===== src/rtl/ttiab_pkg.sv =====
// Shared types and constants for the text to integer converter.
`timescale 1ns / 1ps

package ttiab_pkg;

  // Field and register widths.
  localparam int BYTE_W      = 8;
  localparam int DIGIT_W     = 4;
  localparam int BASE_W      = 5;
  localparam int VALUE_W     = 64;
  localparam int ALPHABET_W  = 128;
  localparam int CFG_IDX_W   = 2;
  localparam int QUEUE_DEPTH = 2;

  // Configuration register indexes.
  localparam logic [CFG_IDX_W-1:0] CFG_BASE_SIZE        = 2'd0;
  localparam logic [CFG_IDX_W-1:0] CFG_DIGIT_CHARS_LOW  = 2'd1;
  localparam logic [CFG_IDX_W-1:0] CFG_DIGIT_CHARS_HIGH = 2'd2;

  // Character codes.
  localparam logic [BYTE_W-1:0] CHAR_NUL   = 8'h00;
  localparam logic [BYTE_W-1:0] CHAR_TAB   = 8'h09;
  localparam logic [BYTE_W-1:0] CHAR_LF    = 8'h0A;
  localparam logic [BYTE_W-1:0] CHAR_VT    = 8'h0B;
  localparam logic [BYTE_W-1:0] CHAR_FF    = 8'h0C;
  localparam logic [BYTE_W-1:0] CHAR_CR    = 8'h0D;
  localparam logic [BYTE_W-1:0] CHAR_SPACE = 8'h20;
  localparam logic [BYTE_W-1:0] CHAR_PLUS  = 8'h2B;
  localparam logic [BYTE_W-1:0] CHAR_MINUS = 8'h2D;

  // One classified character as it travels from the front end to the back end.
  typedef struct packed {
    logic               space;
    logic               minus;
    logic               plus;
    logic               digit_ok;
    logic [DIGIT_W-1:0] digit;
    logic               last;
  } class_item_t;

  // Queue status seen by the top level.
  typedef struct packed {
    logic full;
    logic empty;
  } queue_stat_t;

endpackage


===== src/rtl/text_to_integer_any_base.sv =====
// Top level of the streaming text to integer converter with a configurable alphabet.
`timescale 1ns / 1ps

// Converts a string, one character per item, into a signed 64-bit integer in a
// base of up to 16 digits whose characters come from the configuration registers.
// One character is accepted every clock cycle while in_stall is low; the result of
// the last character is registered in the back end behind the queue. The front end
// classifies each character in the cycle it arrives, a two-entry queue holds them,
// and the back end does one multiply-add per character, so a stalled result holds
// the input off only once that queue is full. The user must write configuration via
// cfg_we, cfg_index and cfg_data only while no item is in flight; the block does not
// enforce it. Index 0 is the base size, 1 and 2 the low and high alphabet words.
module text_to_integer_any_base #(
  parameter int MAX_DIGITS = 16
) (
  input  logic                                  clk,
  input  logic                                  rst_n,
  input  logic                                  in_valid,
  output logic                                  in_stall,
  input  logic [ttiab_pkg::BYTE_W-1:0]          in_text_byte,
  input  logic                                  in_last_byte,
  output logic                                  out_valid,
  input  logic                                  out_stall,
  output logic signed [ttiab_pkg::VALUE_W-1:0]  out_parsed_value,
  input  logic                                  cfg_we,
  input  logic [ttiab_pkg::CFG_IDX_W-1:0]       cfg_index,
  input  logic [ttiab_pkg::VALUE_W-1:0]         cfg_data
);
  import ttiab_pkg::*;

  logic [BASE_W-1:0]  base_size_r;
  logic [VALUE_W-1:0] digit_chars_low_r;
  logic [VALUE_W-1:0] digit_chars_high_r;
  class_item_t        front_item;
  class_item_t        head_item;
  queue_stat_t        q_stat;
  logic               q_take;

  // Configuration registers.
  always_ff @(posedge clk) begin
    if (!rst_n) begin
      base_size_r        <= '0;
      digit_chars_low_r  <= '0;
      digit_chars_high_r <= '0;
    end else if (cfg_we) begin
      unique case (cfg_index)
        CFG_BASE_SIZE:        base_size_r        <= cfg_data[BASE_W-1:0];
        CFG_DIGIT_CHARS_LOW:  digit_chars_low_r  <= cfg_data;
        CFG_DIGIT_CHARS_HIGH: digit_chars_high_r <= cfg_data;
        default: ;
      endcase
    end
  end

  ttiab_front #(
    .MAX_DIGITS (MAX_DIGITS)
  ) u_front (
    .text_byte   (in_text_byte),
    .last_byte   (in_last_byte),
    .base_size   (base_size_r),
    .digit_chars ({digit_chars_high_r, digit_chars_low_r}),
    .item        (front_item)
  );

  ttiab_queue u_queue (
    .clk       (clk),
    .rst_n     (rst_n),
    .push      (in_valid),
    .push_item (front_item),
    .pop       (q_take),
    .head_item (head_item),
    .stat      (q_stat)
  );

  assign in_stall = q_stat.full;

  ttiab_back u_back (
    .clk              (clk),
    .rst_n            (rst_n),
    .base_size        (base_size_r),
    .item             (head_item),
    .item_valid       (!q_stat.empty),
    .item_take        (q_take),
    .out_valid        (out_valid),
    .out_stall        (out_stall),
    .out_parsed_value (out_parsed_value)
  );

  // The queue is never reported full and empty at once.
  assert property (@(posedge clk) disable iff (!rst_n) !(q_stat.full && q_stat.empty))
    else $error("queue reports full and empty together");

  // A new result only follows a last item taken by the back end.
  assert property (@(posedge clk) disable iff (!rst_n)
    $rose(out_valid) |-> $past(q_take && head_item.last))
    else $error("result raised without a last item");

  // A zero base always yields a zero result.
  assert property (@(posedge clk) disable iff (!rst_n)
    (q_take && head_item.last && (base_size_r == '0)) |=> (out_parsed_value == '0))
    else $error("nonzero result with zero base");

  // The back end never takes an item from an empty queue.
  assert property (@(posedge clk) disable iff (!rst_n) q_take |-> !q_stat.empty)
    else $error("item taken from empty queue");

endmodule


===== src/rtl/ttiab_front.sv =====
// Front end: classifies each incoming character against whitespace, signs and the alphabet.
`timescale 1ns / 1ps

module ttiab_front #(
  parameter int MAX_DIGITS = 16
) (
  input  logic [ttiab_pkg::BYTE_W-1:0]     text_byte,
  input  logic                             last_byte,
  input  logic [ttiab_pkg::BASE_W-1:0]     base_size,
  input  logic [ttiab_pkg::ALPHABET_W-1:0] digit_chars,
  output ttiab_pkg::class_item_t           item
);
  import ttiab_pkg::*;

  logic               is_zero;
  logic               found;
  logic [DIGIT_W-1:0] digit;

  assign is_zero = (text_byte == CHAR_NUL);

  // Alphabet search; the loop runs downward so the lowest matching index wins.
  always_comb begin
    found = 1'b0;
    digit = '0;
    for (int k = MAX_DIGITS - 1; k >= 0; k--) begin
      if ((k < int'(base_size)) && (digit_chars[k*BYTE_W +: BYTE_W] == text_byte)) begin
        found = 1'b1;
        digit = DIGIT_W'(k);
      end
    end
  end

  // Pack the classification. A zero byte never counts as a digit.
  always_comb begin
    item.space    = (text_byte == CHAR_SPACE) || (text_byte == CHAR_TAB) ||
                    (text_byte == CHAR_LF) || (text_byte == CHAR_VT) ||
                    (text_byte == CHAR_FF) || (text_byte == CHAR_CR);
    item.minus    = (text_byte == CHAR_MINUS);
    item.plus     = (text_byte == CHAR_PLUS);
    item.digit_ok = found && !is_zero;
    item.digit    = digit;
    item.last     = last_byte;
  end

endmodule


===== src/rtl/ttiab_queue.sv =====
// Short queue of classified characters between the front end and the back end.
`timescale 1ns / 1ps

module ttiab_queue (
  input  logic                   clk,
  input  logic                   rst_n,
  input  logic                   push,
  input  ttiab_pkg::class_item_t push_item,
  input  logic                   pop,
  output ttiab_pkg::class_item_t head_item,
  output ttiab_pkg::queue_stat_t stat
);
  import ttiab_pkg::*;

  localparam int PTR_W = $clog2(QUEUE_DEPTH);
  localparam int CNT_W = $clog2(QUEUE_DEPTH + 1);

  class_item_t        slot_r [QUEUE_DEPTH];
  logic [PTR_W-1:0]   wr_ptr_r, wr_ptr_nxt;
  logic [PTR_W-1:0]   rd_ptr_r, rd_ptr_nxt;
  logic [CNT_W-1:0]   count_r, count_nxt;
  logic               do_push;
  logic               do_pop;

  assign stat.full  = (count_r == CNT_W'(QUEUE_DEPTH));
  assign stat.empty = (count_r == '0);
  assign do_push    = push && !stat.full;
  assign do_pop     = pop && !stat.empty;
  assign head_item  = slot_r[rd_ptr_r];

  // Pointer and fill count update.
  always_comb begin
    wr_ptr_nxt = wr_ptr_r;
    rd_ptr_nxt = rd_ptr_r;
    count_nxt  = count_r;
    if (do_push) begin
      wr_ptr_nxt = (wr_ptr_r == PTR_W'(QUEUE_DEPTH - 1)) ? '0 : wr_ptr_r + 1'b1;
    end
    if (do_pop) begin
      rd_ptr_nxt = (rd_ptr_r == PTR_W'(QUEUE_DEPTH - 1)) ? '0 : rd_ptr_r + 1'b1;
    end
    if (do_push && !do_pop) begin
      count_nxt = count_r + 1'b1;
    end else if (do_pop && !do_push) begin
      count_nxt = count_r - 1'b1;
    end
  end

  always_ff @(posedge clk) begin
    if (!rst_n) begin
      wr_ptr_r <= '0;
      rd_ptr_r <= '0;
      count_r  <= '0;
    end else begin
      wr_ptr_r <= wr_ptr_nxt;
      rd_ptr_r <= rd_ptr_nxt;
      count_r  <= count_nxt;
    end
  end

  // Storage slots carry no reset.
  always_ff @(posedge clk) begin
    if (do_push) begin
      slot_r[wr_ptr_r] <= push_item;
    end
  end

endmodule


===== src/rtl/ttiab_back.sv =====
// Back end: parse state, multiply-add accumulator and the result register.
`timescale 1ns / 1ps

module ttiab_back (
  input  logic                          clk,
  input  logic                          rst_n,
  input  logic [ttiab_pkg::BASE_W-1:0]  base_size,
  input  ttiab_pkg::class_item_t        item,
  input  logic                          item_valid,
  output logic                          item_take,
  output logic                          out_valid,
  input  logic                          out_stall,
  output logic signed [ttiab_pkg::VALUE_W-1:0] out_parsed_value
);
  import ttiab_pkg::*;

  typedef enum logic [3:0] {
    PH_SPACE = 4'b0001,
    PH_SIGN  = 4'b0010,
    PH_DIGIT = 4'b0100,
    PH_DONE  = 4'b1000
  } phase_t;

  phase_t               phase_r, phase_nxt;
  logic                 parity_r, parity_nxt;
  logic [VALUE_W-1:0]   acc_r, acc_nxt;
  logic                 out_valid_r, out_valid_nxt;
  logic [VALUE_W-1:0]   result_r, result_nxt;
  logic [VALUE_W-1:0]   product;

  // Accumulator times the base as one shifted add per set bit of the base.
  function automatic logic [VALUE_W-1:0] mul_small(input logic [VALUE_W-1:0] a,
                                                   input logic [BASE_W-1:0] m);
    logic [VALUE_W-1:0] s;
    s = '0;
    for (int i = 0; i < BASE_W; i++) begin
      if (m[i]) begin
        s = s + (a << i);
      end
    end
    return s;
  endfunction

  assign product = mul_small(acc_r, base_size);

  // A last item needs the result register free; other items always go through.
  assign item_take = item_valid && !(item.last && out_valid_r && out_stall);

  // Parse step for the item at the head of the queue.
  always_comb begin
    phase_t             ph;
    logic               par;
    logic [VALUE_W-1:0] acc;
    ph  = phase_r;
    par = parity_r;
    acc = acc_r;
    if ((ph == PH_SPACE) && !item.space) begin
      ph = PH_SIGN;
    end
    if (ph == PH_SIGN) begin
      if (item.minus) begin
        par = ~par;
      end else if (!item.plus) begin
        ph = PH_DIGIT;
      end
    end
    if (ph == PH_DIGIT) begin
      if (item.digit_ok) begin
        acc = product + VALUE_W'(item.digit);
      end else begin
        ph = PH_DONE;
      end
    end

    phase_nxt     = phase_r;
    parity_nxt    = parity_r;
    acc_nxt       = acc_r;
    result_nxt    = result_r;
    out_valid_nxt = out_valid_r && out_stall;
    if (item_take) begin
      if (item.last) begin
        if (base_size == '0) begin
          result_nxt = '0;
        end else if (par) begin
          result_nxt = VALUE_W'(0) - acc;
        end else begin
          result_nxt = acc;
        end
        out_valid_nxt = 1'b1;
        phase_nxt     = PH_SPACE;
        parity_nxt    = 1'b0;
        acc_nxt       = '0;
      end else begin
        phase_nxt  = ph;
        parity_nxt = par;
        acc_nxt    = acc;
      end
    end
  end

  always_ff @(posedge clk) begin
    if (!rst_n) begin
      phase_r     <= PH_SPACE;
      parity_r    <= 1'b0;
      acc_r       <= '0;
      out_valid_r <= 1'b0;
    end else begin
      phase_r     <= phase_nxt;
      parity_r    <= parity_nxt;
      acc_r       <= acc_nxt;
      out_valid_r <= out_valid_nxt;
    end
  end

  // The result payload needs no reset.
  always_ff @(posedge clk) begin
    result_r <= result_nxt;
  end

  assign out_valid        = out_valid_r;
  assign out_parsed_value = $signed(result_r);

endmodule

===== config.mk =====
export PLATFORM = sky130hd
export DESIGN_NAME = text_to_integer_any_base
export DESIGN_NICKNAME = d
export VERILOG_FILES = /design/src/rtl/ttiab_pkg.sv /design/src/rtl/text_to_integer_any_base.sv /design/src/rtl/ttiab_front.sv /design/src/rtl/ttiab_queue.sv /design/src/rtl/ttiab_back.sv
export SDC_FILE = /design/constraint.sdc
export NUM_CORES = 2
export LEC_CHECK = 0
export ABC_AREA = 0
export BUFFER_PORTS_ARGS = -buffer_cell sky130_fd_sc_hd__buf_4
export CAP_MARGIN = 40
export CORE_MARGIN = 2
export CORE_UTILIZATION = 45
export CTS_BUF_LIST = sky130_fd_sc_hd__clkbuf_8
export DETAILED_ROUTE_END_ITERATION = 12
export PLACE_DENSITY_LB_ADDON = 0.12
export SETUP_SLACK_MARGIN = 0.02
export SYNTH_ARGS = -nofsm -noshare
export SYNTH_HDL_FRONTEND = slang
export SYNTH_SLANG_ARGS = --single-unit
export TNS_END_PERCENT = 50

===== constraint.sdc =====
create_clock -name clk -period 16.64 [get_ports clk]
set_clock_uncertainty 0.1 [all_clocks]
set_input_delay 1.664 -clock clk [delete_from_list [all_inputs] [get_ports clk]]
set_output_delay 1.664 -clock clk [all_outputs]
set_load 0.03 [all_outputs]

==> summary.md <==
| Metric | Value |
|---|---|
| Post-synth EDFFs | 82 |
| Worst Setup EP | u_back.out_parsed_value[58] |
| Vias/cell | 6.597 |
| Port bufs | 145 |
| R2R setup slack | 1450 ps |
| Final Max Slew Viols | 0 |
| Mapped Nets | 6068 |
| Hold Vio Cnt, Final | 0 |
| Fmax | 65.84 MHz |
| Hold_buf cts | 0 |
| ANT nets after route | 0 |
| Yosys warnings | 0 |
| Total CTS buffers | 48 |
| Top FF cell, synth | dfxtp_1 |
| Root Buffer | clkbuf_8 |
| R2R depth | 41 |
| Post-DP HPWL | 141000 um |
| Max-Slew Margin vs Limit | 29.18% |
| Largest net degree at the start of global routing | 94 |
| Cells after Synth | 5735 |
| Unrepaired setup endpoints after global routing | no |
| DRT iter0 DRCs | 5209 |
| Type of origin of the critical path | flop |
| Footprint of the multi-input gates | 32140 um2 |
| Sink Count | 290 |
| Power Density | 57.29 nW/um2 |
| Initial antenna violation count | 4 |
| Ratio of final minimum period to clock period | 91.27% |
| Share of layout cells above drive strength 1 | 8.531% |
| Outcome | complete, no violations |
| Worst EP required | 16990 ps |
| Post-route insts no fill | 6911 |
| Post-CTS Setup Inserts | 0 |
| Skew-Pair Late Insertion Delay | 630 ps |
| P&R area growth vs syn | 7.732% |
| Cell area after synthesis | 40570 um2 |
| Routed WL | 180200 um |
| Num rows | 110 |
| Max cap viols | 0 |
| Crit-path max FO | 51 |
| Worst Tran Pin Value | 1062 ps |
| Asr flop ratio synth | 0% |
| GP Congestion | 1.071 |
| Clock slew at reported path FFs | 70 ps |
| Setup TNS | 0 ps |
| Synth top area share | 10.26% |
| CP arrival | 15540 ps |
| Initial Util | 45.21% |
| Critical path type | reg -> reg |
| Chip height | 304.2 um |
| Fin crit period | 15190 ps |
| R2R Path End | u_back.out_parsed_value[58] |
| Core area | 89740 um2 |
| Slowest library cell on the worst path | nor3_1 |
| R2R Path Start | base_size_r[0] |
| CTS resizes | 0 |
| Die area | 92570 um2 |
| First-pass GRT wire length | 265900 um |
| CP startpoint | base_size_r[0] |
| Leakage Power | 16.97 nW |
| Yosys reg bits | 290 |
| Seq/Total Area, Yosys | 16.33% |
| Total global routing overflow | 0 |
| Synth area leaders | dfxtp_1, ha_1, nand2_1, edfxtp_1, a21oi_1 |
| DRC | 0 |
| Yosys top cell by area | dfxtp_1 |
| Synth Area per Inst | 7.073 um2 |
| Fillers | 9351 |
| NumNets Final | 6026 |
| H-tree lvl count | 2 |
| CTS Buffer Depth | 3 |
| Setup violators final | 0 |
| CTS tree | done |
| IO Pins | 146 |
| Die span in x | 304.2 um |
| Reg area | 6645 um2 |
| HP Class | reg -> reg |
| WL per Instance | 26.08 um |
| Via Count | 45594 |
| Placed cells | 6817 |
| Yosys cell types | 108 |
| Gr usage total | 37.22% |
| Max stage delay on crit path | 850 ps |
| Drt first pass iters | 6 |
| CP Capture Type | flop |
| Peak supply drop | 0.0001021 V |
| Vias in the first global route | 41655 |
## worst min-delay path by stage
stage / cells past startpoint / startpoint / endpoint
after floorplan: 2 / digit_chars_high_r[57] / digit_chars_high_r[57]
after global placement: 2 / digit_chars_low_r[9] / digit_chars_low_r[9]
after detailed placement: 2 / digit_chars_low_r[2] / digit_chars_low_r[2]
after CTS: 2 / digit_chars_low_r[2] / digit_chars_low_r[2]
after global routing: 2 / digit_chars_low_r[34] / digit_chars_low_r[34]
final: 2 / digit_chars_high_r[30] / digit_chars_high_r[30]
## per-layer routing
metal	global-route usage (%)	routed length (um)	vias to the layer above
li1	-	-	21360
met1	51.57	77690	21637
met2	56.03	75750	2240
met3	7.619	18690	353
met4	15.31	8088	4
met5	0	34	-
## state kept, by name, indices dropped and copies added, names as in the netlist, named ones only
register	cells
base_size_r	5
digit_chars_high_r	64
digit_chars_low_r	64
u_back.acc_r	64
u_back.out_parsed_value	64
u_back.out_valid	1
u_back.parity_r	1
u_back.phase_r	4
u_queue.count_r	2
u_queue.rd_ptr_r	1
u_queue.slot_r	18
u_queue.wr_ptr_r	1
## cell families after synthesis
kind of cell    after synthesis  share of synthesized area, %
flops                       290                         16.33
compound gates             1883                         31.42
simple gates               2385                         29.57
mux                         107                         2.801
buf+inv                     476                         4.611
fa+ha+maj                   255                         7.945
xor+xnor                    339                         7.319
## worst max-delay path, delay by kind of cell (launching register included)
kind	cells	cell delay, ps
AO/OA/AOI/OAI	17	5540
AND/OR/NAND/NOR	15	5490
adder cells (fa/ha/maj)	4	1910
XOR/XNOR	3	810
flip-flops	1	760
buffers and inverters	2	370
## final cells by class
type | count | area share [%]
inverters | 118 | 1.013
clock buffers | 56 | 1.764
multi-input cells | 4969 | 73.55
well taps | 1176 | 3.367
clock inverters | 33 | 0.4552
diodes | 3 | 0.01718
repair buffers | 266 | 4.627
flip-flops and latches | 290 | 15.21
## power by group
group	leakage, nW	switching (mW)	internal [mW]
clock network	0.564	0.316	0.338
logic	13.9	0.668	0.312
registers	2.48	0.0506	0.818
total	17.0	1.03	1.47
## placed cells by master, fill, tap and decap left out, types with 66 or more instances in the layout
cell type  Yosys  layout
o21a_1        73      73
nor3_1       160     157
ha_1         248     248
nand3_1      135     135
a21boi_0     157     157
nand2b_1      69      69
buf_4          6     249
a21o_1       118     118
and3_1        68      68
inv_1        114     132
or3_1         67      66
nand4_1      138     138
o21ai_0      322     321
nor2_1       422     417
and2_1       134     134
edfxtp_1      82      82
xor2_1       141     140
xnor2_1      198     197
dfxtp_1      208     203
a21oi_1      448     448
a31oi_1       72      72
nand2_1      810     810
nor4_1        66      66
nor2b_1       84      82
## stage by stage
step | hold slack [ps] | utilization (%) | setup WS [ps] | total power, mW | area [um2]
final | 374.1 | 48.70 | 1452 | 2.504 | 43700
after global routing | 390.2 | 48.70 | 699.2 | 2.616 | 43700
after CTS | 376.3 | 48.67 | 2046 | 2.508 | 43670
after detailed placement | 368.4 | 47.59 | 2110 | 1.850 | 42700
after global placement | 365.0 | 47.43 | 1859 | 1.848 | 42570
after floorplan | 355.3 | - | 3489 | 1.509 | 40570
## synthesized netlist by cell type (41+ instances only)
cell      number
a211oi_1      60
a21boi_0     157
a21o_1       118
a21oi_1      448
a22oi_1       58
a31oi_1       72
and2_1       134
and3_1        68
and4_1        42
buf_1         46
clkbuf_1     277
dfxtp_1      208
edfxtp_1      82
ha_1         248
inv_1        114
mux2_2        41
mux2i_1       64
nand2_1      810
nand2b_1      69
nand3_1      135
nand4_1      138
nor2_1       422
nor2b_1       84
nor3_1       160
nor4_1        66
o211ai_1      64
o21a_1        73
o21ai_0      322
o31ai_1       62
or3_1         67
xnor2_1      198
xor2_1       141
Power figures use the tool's default switching activity.
